===== src/rtl/hrp_pkg.sv =====
// hrp_pkg: shared types, codes and helpers for the hex record parser
// no dependencies; imported by every hrp module

package hrp_pkg;

    localparam logic [7:0] CHAR_COLON = 8'h3A;

    typedef enum logic [3:0] {
        PH_WAIT   = 4'd0,
        PH_LEN_H  = 4'd1,
        PH_LEN_L  = 4'd2,
        PH_AHI_H  = 4'd3,
        PH_AHI_L  = 4'd4,
        PH_ALO_H  = 4'd5,
        PH_ALO_L  = 4'd6,
        PH_TYPE_H = 4'd7,
        PH_TYPE_L = 4'd8,
        PH_DATA_H = 4'd9,
        PH_DATA_L = 4'd10,
        PH_CSUM_H = 4'd11,
        PH_CSUM_L = 4'd12
    } phase_t;

    typedef enum logic {
        KIND_DATA = 1'b0,
        KIND_END  = 1'b1
    } kind_t;

    // one classified character: record start or a hex digit
    typedef struct packed {
        logic       is_colon;
        logic [3:0] nibble;
    } token_t;

    typedef struct packed {
        logic   valid;
        token_t token;
    } token_push_t;

    function automatic logic is_hex_digit(input logic [7:0] c);
        logic r;
        r = ((c >= 8'h30) && (c <= 8'h39)) ||
            ((c >= 8'h41) && (c <= 8'h46)) ||
            ((c >= 8'h61) && (c <= 8'h66));
        return r;
    endfunction

    function automatic logic [3:0] hex_nibble(input logic [7:0] c);
        logic [7:0] v;
        if ((c >= 8'h30) && (c <= 8'h39))
        begin
            v = c - 8'h30;
        end
        else if ((c >= 8'h41) && (c <= 8'h46))
        begin
            v = c - 8'h37;
        end
        else
        begin
            v = c - 8'h57;
        end
        return v[3:0];
    endfunction

endpackage


===== src/rtl/hrp_if.sv =====
// hrp channel interfaces: character stream in, parsed results out
// no dependencies

interface hrp_char_if;
    logic       valid;
    logic       ready;
    logic [7:0] char_in;

    modport source (output valid, output char_in, input ready);
    modport sink   (input valid, input char_in, output ready);
endinterface

interface hrp_result_if;
    logic        valid;
    logic        ready;
    logic        kind;
    logic [7:0]  data_byte;
    logic [7:0]  data_index;
    logic [7:0]  record_length;
    logic [15:0] record_address;
    logic [7:0]  record_type;
    logic [7:0]  received_checksum;
    logic [7:0]  computed_checksum;

    modport source (output valid, output kind, output data_byte, output data_index,
                    output record_length, output record_address, output record_type,
                    output received_checksum, output computed_checksum, input ready);
    modport sink   (input valid, input kind, input data_byte, input data_index,
                    input record_length, input record_address, input record_type,
                    input received_checksum, input computed_checksum, output ready);
endinterface


===== src/rtl/hrp_front.sv =====
// hrp_front: takes characters, keeps colons and hex digits as tokens
// depends on hrp_pkg and hrp_char_if

module hrp_front
    import hrp_pkg::*;
(
    hrp_char_if.sink    char_chan,
    input  logic        push_ready,
    output token_push_t push
);

    logic is_colon;
    logic is_hex;

    always_comb
    begin
        is_colon = (char_chan.char_in == CHAR_COLON);
        is_hex   = is_hex_digit(char_chan.char_in);
    end

    // other characters are dropped on accept
    assign char_chan.ready        = push_ready;
    assign push.valid             = char_chan.valid && push_ready && (is_colon || is_hex);
    assign push.token.is_colon    = is_colon;
    assign push.token.nibble      = hex_nibble(char_chan.char_in);

endmodule


===== src/rtl/hrp_queue.sv =====
// hrp_queue: small token fifo between front and back
// depends on hrp_pkg

module hrp_queue
    import hrp_pkg::*;
#(
    parameter int DEPTH = 4
)
(
    input  logic        clk,
    input  logic        rst_n,
    input  token_push_t push,
    output logic        push_ready,
    input  logic        pop,
    output logic        pop_valid,
    output token_t      pop_token
);

    localparam int AW = (DEPTH > 1) ? $clog2(DEPTH) : 1;
    localparam int CW = $clog2(DEPTH + 1);
    localparam logic [AW-1:0] LAST = AW'(DEPTH - 1);
    localparam logic [CW-1:0] FULL = CW'(DEPTH);

    token_t        mem_reg [DEPTH];
    logic [AW-1:0] wr_ptr_reg;
    logic [AW-1:0] wr_ptr_next;
    logic [AW-1:0] rd_ptr_reg;
    logic [AW-1:0] rd_ptr_next;
    logic [CW-1:0] count_reg;
    logic [CW-1:0] count_next;
    logic          do_push;
    logic          do_pop;

    assign push_ready = (count_reg != FULL);
    assign pop_valid  = (count_reg != '0);
    assign pop_token  = mem_reg[rd_ptr_reg];
    assign do_push    = push.valid && push_ready;
    assign do_pop     = pop && pop_valid;

    always_comb
    begin
        wr_ptr_next = wr_ptr_reg;
        rd_ptr_next = rd_ptr_reg;
        count_next  = count_reg;
        if (do_push)
        begin
            wr_ptr_next = (wr_ptr_reg == LAST) ? '0 : wr_ptr_reg + 1'b1;
        end
        if (do_pop)
        begin
            rd_ptr_next = (rd_ptr_reg == LAST) ? '0 : rd_ptr_reg + 1'b1;
        end
        if (do_push && !do_pop)
        begin
            count_next = count_reg + 1'b1;
        end
        else if (do_pop && !do_push)
        begin
            count_next = count_reg - 1'b1;
        end
    end

    always_ff @(posedge clk or negedge rst_n)
    begin
        if (!rst_n)
        begin
            wr_ptr_reg <= '0;
            rd_ptr_reg <= '0;
            count_reg  <= '0;
        end
        else
        begin
            wr_ptr_reg <= wr_ptr_next;
            rd_ptr_reg <= rd_ptr_next;
            count_reg  <= count_next;
        end
    end

    always_ff @(posedge clk)
    begin
        if (do_push)
        begin
            mem_reg[wr_ptr_reg] <= push.token;
        end
    end

endmodule


===== src/rtl/hrp_back.sv =====
// hrp_back: record state machine, byte assembly, checksum and result register
// depends on hrp_pkg and hrp_result_if

module hrp_back
    import hrp_pkg::*;
(
    input  logic          clk,
    input  logic          rst_n,
    input  logic          cfg_we,
    input  logic          cfg_wdata,
    input  logic          tok_valid,
    input  token_t        tok,
    output logic          tok_pop,
    hrp_result_if.source  result_chan
);

    phase_t      phase_reg;
    phase_t      phase_next;
    logic        strict_reg;
    logic [3:0]  hi_reg;
    logic [3:0]  hi_next;
    logic [7:0]  len_reg;
    logic [7:0]  len_next;
    logic [15:0] addr_reg;
    logic [15:0] addr_next;
    logic [7:0]  type_reg;
    logic [7:0]  type_next;
    logic [7:0]  pos_reg;
    logic [7:0]  pos_next;
    logic [7:0]  sum_reg;
    logic [7:0]  sum_next;
    logic [7:0]  full;
    logic [7:0]  pos_inc;
    logic        digit;
    logic        emit;
    kind_t       emit_kind;

    logic        out_valid_reg;
    kind_t       out_kind_reg;
    logic [7:0]  out_byte_reg;
    logic [7:0]  out_index_reg;
    logic [7:0]  out_len_reg;
    logic [15:0] out_addr_reg;
    logic [7:0]  out_type_reg;
    logic [7:0]  out_rcv_reg;
    logic [7:0]  out_cmp_reg;

    assign tok_pop = tok_valid && (!out_valid_reg || result_chan.ready);
    assign digit   = tok_pop && !tok.is_colon;
    assign full    = {hi_reg, tok.nibble};
    assign pos_inc = pos_reg + 8'd1;

    // next phase
    always_comb
    begin
        phase_next = phase_reg;
        if (tok_pop && tok.is_colon)
        begin
            phase_next = PH_LEN_H;
        end
        else if (digit)
        begin
            case (phase_reg)
                PH_LEN_H:  phase_next = PH_LEN_L;
                PH_LEN_L:  phase_next = PH_AHI_H;
                PH_AHI_H:  phase_next = PH_AHI_L;
                PH_AHI_L:  phase_next = PH_ALO_H;
                PH_ALO_H:  phase_next = PH_ALO_L;
                PH_ALO_L:  phase_next = PH_TYPE_H;
                PH_TYPE_H: phase_next = PH_TYPE_L;
                PH_TYPE_L: phase_next = (len_reg != 8'd0) ? PH_DATA_H : PH_CSUM_H;
                PH_DATA_H: phase_next = PH_DATA_L;
                PH_DATA_L: phase_next = (pos_inc >= len_reg) ? PH_CSUM_H : PH_DATA_H;
                PH_CSUM_H: phase_next = PH_CSUM_L;
                PH_CSUM_L: phase_next = strict_reg ? PH_WAIT : PH_LEN_H;
                default:   phase_next = phase_reg;
            endcase
        end
    end

    // record fields and emit decision
    always_comb
    begin
        hi_next   = hi_reg;
        len_next  = len_reg;
        addr_next = addr_reg;
        type_next = type_reg;
        pos_next  = pos_reg;
        sum_next  = sum_reg;
        emit      = 1'b0;
        emit_kind = KIND_DATA;
        if (tok_pop && tok.is_colon)
        begin
            hi_next   = '0;
            len_next  = '0;
            addr_next = '0;
            type_next = '0;
            pos_next  = '0;
            sum_next  = '0;
        end
        else if (digit)
        begin
            case (phase_reg)
                PH_LEN_H, PH_AHI_H, PH_ALO_H, PH_TYPE_H, PH_DATA_H, PH_CSUM_H:
                begin
                    hi_next = tok.nibble;
                end
                PH_LEN_L:
                begin
                    len_next = full;
                    sum_next = sum_reg + full;
                end
                PH_AHI_L:
                begin
                    addr_next = {full, addr_reg[7:0]};
                    sum_next  = sum_reg + full;
                end
                PH_ALO_L:
                begin
                    addr_next = {addr_reg[15:8], full};
                    sum_next  = sum_reg + full;
                end
                PH_TYPE_L:
                begin
                    type_next = full;
                    sum_next  = sum_reg + full;
                    pos_next  = '0;
                end
                PH_DATA_L:
                begin
                    sum_next  = sum_reg + full;
                    pos_next  = pos_inc;
                    emit      = 1'b1;
                    emit_kind = KIND_DATA;
                end
                PH_CSUM_L:
                begin
                    emit      = 1'b1;
                    emit_kind = KIND_END;
                    if (!strict_reg)
                    begin
                        hi_next   = '0;
                        len_next  = '0;
                        addr_next = '0;
                        type_next = '0;
                        pos_next  = '0;
                        sum_next  = '0;
                    end
                end
                default:
                begin
                    hi_next = hi_reg;
                end
            endcase
        end
    end

    always_ff @(posedge clk or negedge rst_n)
    begin
        if (!rst_n)
        begin
            phase_reg     <= PH_WAIT;
            strict_reg    <= 1'b0;
            hi_reg        <= '0;
            len_reg       <= '0;
            addr_reg      <= '0;
            type_reg      <= '0;
            pos_reg       <= '0;
            sum_reg       <= '0;
            out_valid_reg <= 1'b0;
        end
        else
        begin
            phase_reg <= phase_next;
            hi_reg    <= hi_next;
            len_reg   <= len_next;
            addr_reg  <= addr_next;
            type_reg  <= type_next;
            pos_reg   <= pos_next;
            sum_reg   <= sum_next;
            if (cfg_we)
            begin
                strict_reg <= cfg_wdata;
            end
            if (emit)
            begin
                out_valid_reg <= 1'b1;
            end
            else if (result_chan.ready)
            begin
                out_valid_reg <= 1'b0;
            end
        end
    end

    // result payload
    always_ff @(posedge clk)
    begin
        if (emit)
        begin
            out_kind_reg <= emit_kind;
            out_len_reg  <= len_reg;
            out_addr_reg <= addr_reg;
            out_type_reg <= type_reg;
            if (emit_kind == KIND_DATA)
            begin
                out_byte_reg  <= full;
                out_index_reg <= pos_reg;
                out_rcv_reg   <= '0;
                out_cmp_reg   <= '0;
            end
            else
            begin
                out_byte_reg  <= '0;
                out_index_reg <= '0;
                out_rcv_reg   <= full;
                out_cmp_reg   <= 8'd0 - sum_reg;
            end
        end
    end

    assign result_chan.valid             = out_valid_reg;
    assign result_chan.kind              = out_kind_reg;
    assign result_chan.data_byte         = out_byte_reg;
    assign result_chan.data_index        = out_index_reg;
    assign result_chan.record_length     = out_len_reg;
    assign result_chan.record_address    = out_addr_reg;
    assign result_chan.record_type       = out_type_reg;
    assign result_chan.received_checksum = out_rcv_reg;
    assign result_chan.computed_checksum = out_cmp_reg;

endmodule


===== src/rtl/hex_record_parser.sv =====
// hex_record_parser: top level, front classifier, token queue, record back end
// depends on hrp_pkg, hrp_if, hrp_front, hrp_queue, hrp_back
//
//  channel      dir  handshake      payload
//  char_chan    in   valid/ready    char_in[7:0]
//  result_chan  out  valid/ready    kind, data_byte, data_index, record header,
//                                   received_checksum, computed_checksum
//  cfg          in   cfg_we         cfg_wdata = strict_mode
//
// one character per cycle sustained while the queue has room; a request reaches
// the result register through the queue write, then the back end update
// the back end takes one token per cycle while the result register is empty
// or being drained; the queue absorbs QUEUE_DEPTH tokens during output stalls
// rst_n clears all control state and puts the parser in wait for colon

module hex_record_parser
    import hrp_pkg::*;
#(
    parameter int QUEUE_DEPTH = 4
)
(
    input  logic         clk,
    input  logic         rst_n,
    input  logic         cfg_we,
    input  logic         cfg_wdata,
    hrp_char_if.sink     char_chan,
    hrp_result_if.source result_chan
);

    token_push_t push;
    logic        push_ready;
    logic        tok_valid;
    logic        tok_pop;
    token_t      tok;

    hrp_front u_front (
        .char_chan  (char_chan),
        .push_ready (push_ready),
        .push       (push)
    );

    hrp_queue #(
        .DEPTH (QUEUE_DEPTH)
    ) u_queue (
        .clk        (clk),
        .rst_n      (rst_n),
        .push       (push),
        .push_ready (push_ready),
        .pop        (tok_pop),
        .pop_valid  (tok_valid),
        .pop_token  (tok)
    );

    hrp_back u_back (
        .clk         (clk),
        .rst_n       (rst_n),
        .cfg_we      (cfg_we),
        .cfg_wdata   (cfg_wdata),
        .tok_valid   (tok_valid),
        .tok         (tok),
        .tok_pop     (tok_pop),
        .result_chan (result_chan)
    );

endmodule

===== src/flat_wrapper.sv =====
// flat-port wrapper written by rule: the top's interface ports become plain ports
module hex_record_parser_flat import hrp_pkg::*;
#(
    parameter int QUEUE_DEPTH = 4
)
  (clk, rst_n, cfg_we, cfg_wdata, char_chan_valid, char_chan_char_in, char_chan_ready, result_chan_valid, result_chan_kind, result_chan_data_byte, result_chan_data_index, result_chan_record_length, result_chan_record_address, result_chan_record_type, result_chan_received_checksum, result_chan_computed_checksum, result_chan_ready);
  hrp_char_if char_chan_i ();
  hrp_result_if result_chan_i ();
  input  logic clk;
  input  logic rst_n;
  input  logic cfg_we;
  input  logic cfg_wdata;
  input wire logic [$bits(char_chan_i.valid)-1:0] char_chan_valid;
  input wire logic [$bits(char_chan_i.char_in)-1:0] char_chan_char_in;
  output wire logic [$bits(char_chan_i.ready)-1:0] char_chan_ready;
  output wire logic [$bits(result_chan_i.valid)-1:0] result_chan_valid;
  output wire logic [$bits(result_chan_i.kind)-1:0] result_chan_kind;
  output wire logic [$bits(result_chan_i.data_byte)-1:0] result_chan_data_byte;
  output wire logic [$bits(result_chan_i.data_index)-1:0] result_chan_data_index;
  output wire logic [$bits(result_chan_i.record_length)-1:0] result_chan_record_length;
  output wire logic [$bits(result_chan_i.record_address)-1:0] result_chan_record_address;
  output wire logic [$bits(result_chan_i.record_type)-1:0] result_chan_record_type;
  output wire logic [$bits(result_chan_i.received_checksum)-1:0] result_chan_received_checksum;
  output wire logic [$bits(result_chan_i.computed_checksum)-1:0] result_chan_computed_checksum;
  input wire logic [$bits(result_chan_i.ready)-1:0] result_chan_ready;
  assign char_chan_i.valid = char_chan_valid;
  assign char_chan_i.char_in = char_chan_char_in;
  assign char_chan_ready = char_chan_i.ready;
  assign result_chan_valid = result_chan_i.valid;
  assign result_chan_kind = result_chan_i.kind;
  assign result_chan_data_byte = result_chan_i.data_byte;
  assign result_chan_data_index = result_chan_i.data_index;
  assign result_chan_record_length = result_chan_i.record_length;
  assign result_chan_record_address = result_chan_i.record_address;
  assign result_chan_record_type = result_chan_i.record_type;
  assign result_chan_received_checksum = result_chan_i.received_checksum;
  assign result_chan_computed_checksum = result_chan_i.computed_checksum;
  assign result_chan_i.ready = result_chan_ready;
  hex_record_parser #(.QUEUE_DEPTH(QUEUE_DEPTH)) u_core (.clk(clk), .rst_n(rst_n), .cfg_we(cfg_we), .cfg_wdata(cfg_wdata), .char_chan(char_chan_i), .result_chan(result_chan_i));
endmodule

===== config.mk =====
export PLATFORM = sky130hd
export DESIGN_NAME = hex_record_parser_flat
export DESIGN_NICKNAME = d
export VERILOG_FILES = /design/src/rtl/hrp_pkg.sv /design/src/rtl/hrp_if.sv /design/src/rtl/hrp_front.sv /design/src/rtl/hrp_queue.sv /design/src/rtl/hrp_back.sv /design/src/rtl/hex_record_parser.sv /design/src/flat_wrapper.sv
export SDC_FILE = /design/constraint.sdc
export NUM_CORES = 1
export LEC_CHECK = 0
export ABC_AREA = 1
export BUFFER_PORTS_ARGS = -buffer_cell sky130_fd_sc_hd__clkbuf_2
export CORE_MARGIN = 2
export CORE_UTILIZATION = 50
export DETAILED_ROUTE_END_ITERATION = 8
export PLACE_DENSITY = 0.7
export SYNTH_ARGS = -nofsm -noshare
export SYNTH_HDL_FRONTEND = slang
export SYNTH_SLANG_ARGS = --single-unit

===== constraint.sdc =====
create_clock -name clk -period 6.2 [get_ports clk]
set_input_delay 1.24 -clock clk [delete_from_list [all_inputs] [get_ports clk]]
set_output_delay 1.24 -clock clk [all_outputs]
set_load 0.03 [all_outputs]

# After elaboration in Yosys (flattened, before gate mapping)
# Memories as Yosys holds them, arrays and structs flattened.
# Cells that the tools add are included.
# totals
reg_bits	130
ramBits	20
wordCells	145
n_memories	1
# memory_table
name	depth	width	read_ports	rd_ports_with_merged_regs	write_ports	line	rtl
u_core.u_queue.mem_reg	4	5	1	0	1	hrp_queue.sv:24	token_t mem_reg [DEPTH];
# classes
addsub	10
order_cmp	7
n_eq_ne	19
n_mux	43
reduce_logical	44
# op_table
cell	count
$mux W8	9
$mux W16	3
$pmux W16 S3	1
$pmux W4 S12	1
$pmux W8 S2	3
$mux W4	7
$pmux W8 S3	1
$reduce_bool A3 Y1	7
$eq A4 B4 Y1 const B	5
$eq A4 B3 Y1 const B	4
$ge A8 B7 Y1 const B	2
$le A8 B7 Y1 const B	2
$reduce_and A3 Y1	5
$reduce_bool A13 Y1	1
$logic_and A1 B1 Y1	12
$mux W1	11
$add A8 B1 Y8 const B	1
$add A8 B8 Y8	1
$eq A4 B2 Y1 const B	2
$eq A8 B6 Y1 const B	1
$ge A8 B6 Y1 const B	1
$ge A8 B8 Y1	1
$le A8 B6 Y1 const B	1
$mux W2	4
other kinds (22)	37

# Longest topological paths before layout
# logic_depth
word_depth	11
ltp_mapped	18
ltp_nobuf	18

# Modules after synthesis
# From an unflattened synthesis, not the netlist that was laid out.
# hier_totals
hier_cells	684
area_unflattened_um2	7049.3
# by_module_without_submodules
mod	n_inst	cells_each	area_per_inst_um2	seq_area_each_um2
hrp_back	1	509	5456.5	3403.3
hrp_queue	1	116	1268.7	775.7
hrp_front	1	59	324.1	0.0

# Worst setup path after synthesis
# OpenSTA, ideal clock, no wires.
# synth_path
path_kind	input to register
from	input port result_chan_ready
to	register u_core.u_back.out_cmp_reg[0], in the netlist u_core.u_back.result_chan.computed_checksum[0] (enable)
t_arrival_ns	4.605
required_ns	5.711
slack_ns	1.107
stages	6
path_cell_list	nor2_1 a21oi_4 inv_2 nor2_2 inv_1 nor2_1
# synth_via
elab_chain_cells	5
word_cells_on_any_way	6
classes_between	2 x mux; 4 x reduce/logical
# synth_lines
element	line	rtl
start: declaration	flat_wrapper.sv:25	input wire logic [$bits(result_chan_i.ready)-1:0] result_chan_ready;
$logic_or A1 B1 Y1 *	hrp_back.sv:48	assign tok_pop = tok_valid && (!out_valid_reg || result_chan.ready);
$logic_and A1 B1 Y1 *	hrp_back.sv:48	
$logic_and A1 B1 Y1	hrp_back.sv:49	assign digit = tok_pop && !tok.is_colon;
$mux W1	hrp_back.sv:101	else if (digit)
$mux W1 *	hrp_back.sv:92	if (tok_pop && tok.is_colon)
named net u_core.u_back.emit	hrp_back.sv:35	logic emit;
end signal: assignment	hrp_back.sv:217	out_cmp_reg <= 8'd0 - sum_reg;
end: declaration	hrp_back.sv:46	logic [7:0] out_cmp_reg;
# Mark *: on every way through the listed nets, which the timed path passes. The rest lies on a longest branch.
# A chain may end at the register's enable or synchronous reset.

# Worst setup path after layout
# layout_path
from	input port result_chan_ready
to	register u_core.u_back.out_rcv_reg[6], in the netlist u_core.u_back.result_chan.received_checksum[6] (enable)
# layout_via
elab_chain_cells	5
word_cells_on_any_way	6
classes_between	2 x mux; 4 x reduce/logical
# layout_lines
element	line	rtl
$logic_or A1 B1 Y1 *	hrp_back.sv:48	
$logic_and A1 B1 Y1 *	hrp_back.sv:48	
$logic_and A1 B1 Y1	hrp_back.sv:49	
$mux W1	hrp_back.sv:101	
$mux W1 *	hrp_back.sv:92	
named net u_core.u_back.emit	hrp_back.sv:35	
end signal: assignment	hrp_back.sv:216	out_rcv_reg <= full;
end: declaration	hrp_back.sv:45	logic [7:0] out_rcv_reg;
# Marked as above.

==> flow_metrics.tcl <==
set metrics [dict create \
    status "finished clean" \
    yosys-top-cells-area "edfxtp_1, dfrtp_1, nand2_1" \
    timing.rr.end "u_core.u_back.result_chan.received_checksum[6]$_SDFFCE_PN0P_" \
    period_needed_ns 3.32 \
    r2r_cells 8 \
    io_pins 81 \
    swShare 0.376 \
    drt_pass1_iterations 6 \
    rows 43 \
    vias 5157 \
    crit_path_end_kind "register" \
    yosys_warnings 0 \
    final_cell_mix "nand2_1, inv_1, edfxtp_1" \
    drive_above_1_share 0.178 \
    synth_fp_nets 750 \
    avgViaCountPerCell 5.19 \
    fillers 1144 \
    ys.flop_type "edfxtp_1" \
    drv_slew 0 \
    cts_tree "yes" \
    cts_hold_buf 0 \
    cts.clk_slew.worst_paths_ns 0.06 \
    synth_top_family_by_area "simple AND/OR/NAND/NOR gates" \
    ant_nets 0 \
    antenna_found_initial 0 \
    timing.rr.start "u_core.u_queue.rd_ptr_reg[0]$_DFFE_PN0P_" \
    die_area_um2 15000 \
    cts_buffers 17 \
    yosys.area_share.simple 0.223 \
    crit_fanout 37 \
    required_ns 6.29 \
    drc 0 \
    synth_edf_count 85 \
    drt-total-wl_um 14100 \
    n_antenna_cell 0 \
    grt-ovfl-total 0 \
    syn_to_final_growth_pct 16.9 \
    yosys.area.top_type_share 0.365 \
    cts_setup_buffers 0 \
    dpl_worst_slack_ns 2.42 \
    synthAdderAreaFrac 0.0540 \
    ys_seq_elements 150 \
    max_slew_margin 0.281 \
    clock.fmax_ghz 0.301 \
    pwr-share-seq 0.387 \
    htree_levels 4 \
    clk_path_buf_depth 2 \
    syn-instance-count 707 \
    start_kind "primary input" \
    hp-start "u_core.u_back.addr_reg[15]$_DFFE_PN0P_" \
    mostFrequentLayoutCell "nand2_1" \
    rsz0062_at_grt "no" \
    wl_per_cell_um 14.2 \
    holdPathStages 0 \
    drt-initial-drc-count 363 \
    powerDensity_nw_per_um2 423 \
    gp_congestion 0.952 \
    worst_slack_ns 2.88 \
    ys_async_sr_fraction 0.433 \
    combPwrFrac 0.318 \
    synthMuxAreaShare 0.00161 \
    holdCritPathClass "reg -> reg" \
    drv_cap 0 \
    grt_pass1_vias 4806 \
    grt_util_all_layers 0.202 \
    io_buffers 80 \
    synth_seq_area_share 0.597 \
    nets 843 \
    r2r_slack_ns 3.22 \
    p_leak_nw 4.04 \
    hold_violations 0 \
    grt_max_degree 66 \
    p_int_mw 2.16 \
    synth_xor_area_frac 0.0225 \
    power.switching_mw 1.30 \
    ir_drop_v 0.000198 \
    dp_hpwl_um 10100 \
    ctsResizeCount 0 \
    synth.distinct_cells 38 \
    core_um2 13800 \
    syn_area_um2 7000 \
    clock_power_share 0.296 \
    synth_compound_area_frac 0.0422 \
    crit_type "in -> reg" \
    largest_reg_flops 20 \
    setup_violations 0 \
    grt_pass1_wl_um 23100 \
    die-height_um 122 \
    die_w_um 122 \
    clk_latency_ns 0.42 \
    finalSetupTns_ns 0 \
    cts_sinks 150 \
    hold_path_end "u_core.u_back.result_chan.record_address[15]$_DFFE_PP_" \
    avgSynthCellArea_um2 9.90 \
    period_share 0.536 \
    yosys.area.top_type "edfxtp_1" \
    power_mw 3.46 \
    cp_data_arrival_time_ns 3.41 \
    worst-slew-pin-transition_ns 1.08 \
    skew_ns 0.00857 \
    start_util 0.508 \
    cts_root_buf "clkbuf_16" \
]
[kinds of logic (layout without fill, tap and decap cells)]
logic type      after synthesis  count (layout)
mux                           1               1
buf+inv                     104             210
flops                       150             150
compound gates               47              47
xor+xnor                     18              18
simple gates                358             358
fa+ha+maj                    29              29
[routing by layer]
layer  track usage  vias to the layer above  wire length [um]
met5             0                        -                 0
met4        0.0855                        0               374
met3        0.0539                       33               816
met2         0.327                      163              6940
met1         0.257                     2445              5960
li1              -                     2516                 -
[worst max-delay path, cell delays in order]
cell and delay [ns]:
clkbuf_2 0.10, nor2_1 0.06, a21oi_4 0.33, inv_2 0.10, nor2_2 0.17, inv_1 0.10, nor2_4 0.81, buf_4 0.47
[power groups by stage]
stage	registers (mW)	logic [mW]	clock network, mW
after floorplan	1.30	0.848	0
after global placement	1.35	1.04	0
after detailed placement	1.35	1.09	0
after CTS	1.34	1.09	1.04
after global routing	1.35	1.25	1.08
final	1.34	1.10	1.02
[cell usage after synthesis, types with 4 or more instances]
master	instances
inv_1	88
nand3_1	48
ha_1	27
inv_2	7
o21ai_0	20
nand2_2	5
xnor2_1	8
xor2_1	10
nand2_4	4
buf_2	6
edfxtp_1	85
a21oi_1	11
dfrtp_1	65
nor2_1	48
nand2_1	212
nand4_1	26
[worst max-delay path by stage]
stage | end | startpoint | cells after the start
final | u_core.u_back.result_chan.received_checksum[6]$_SDFFCE_PN0P_ | result_chan_ready | 8
after CTS | u_core.u_back.result_chan.received_checksum[6]$_SDFFCE_PN0P_ | result_chan_ready | 8
after floorplan | u_core.u_back.result_chan.computed_checksum[0]$_SDFFCE_PN0P_ | result_chan_ready | 6
after global placement | u_core.u_back.result_chan.record_type[4]$_DFFE_PP_ | result_chan_ready | 8
after detailed placement | u_core.u_back.result_chan.record_type[4]$_DFFE_PP_ | result_chan_ready | 8
after global routing | u_core.u_back.result_chan.record_length[0]$_DFFE_PP_ | result_chan_ready | 8
[through the flow]
step                      area (um2)  hold slack, ns  cells   util
after CTS                       8180           0.442    993  0.594
after global routing            8180           0.446    993  0.594
final                           8180           0.448    993  0.594
after floorplan                 7000           0.425    707      -
after detailed placement        7590           0.430    961  0.551
after global placement          7590           0.442    961  0.551
[final cells by class]
type	instances	area [um2]	area share
sequential	150	4180	0.511
multi-input combinational	453	2410	0.295
clock buffer	20	437	0.0534
timing repair buffer	82	415	0.0508
inverter	96	363	0.0443
tap	180	225	0.0275
clock inverter	12	154	0.0188
(Power assumes the default switching activity.)
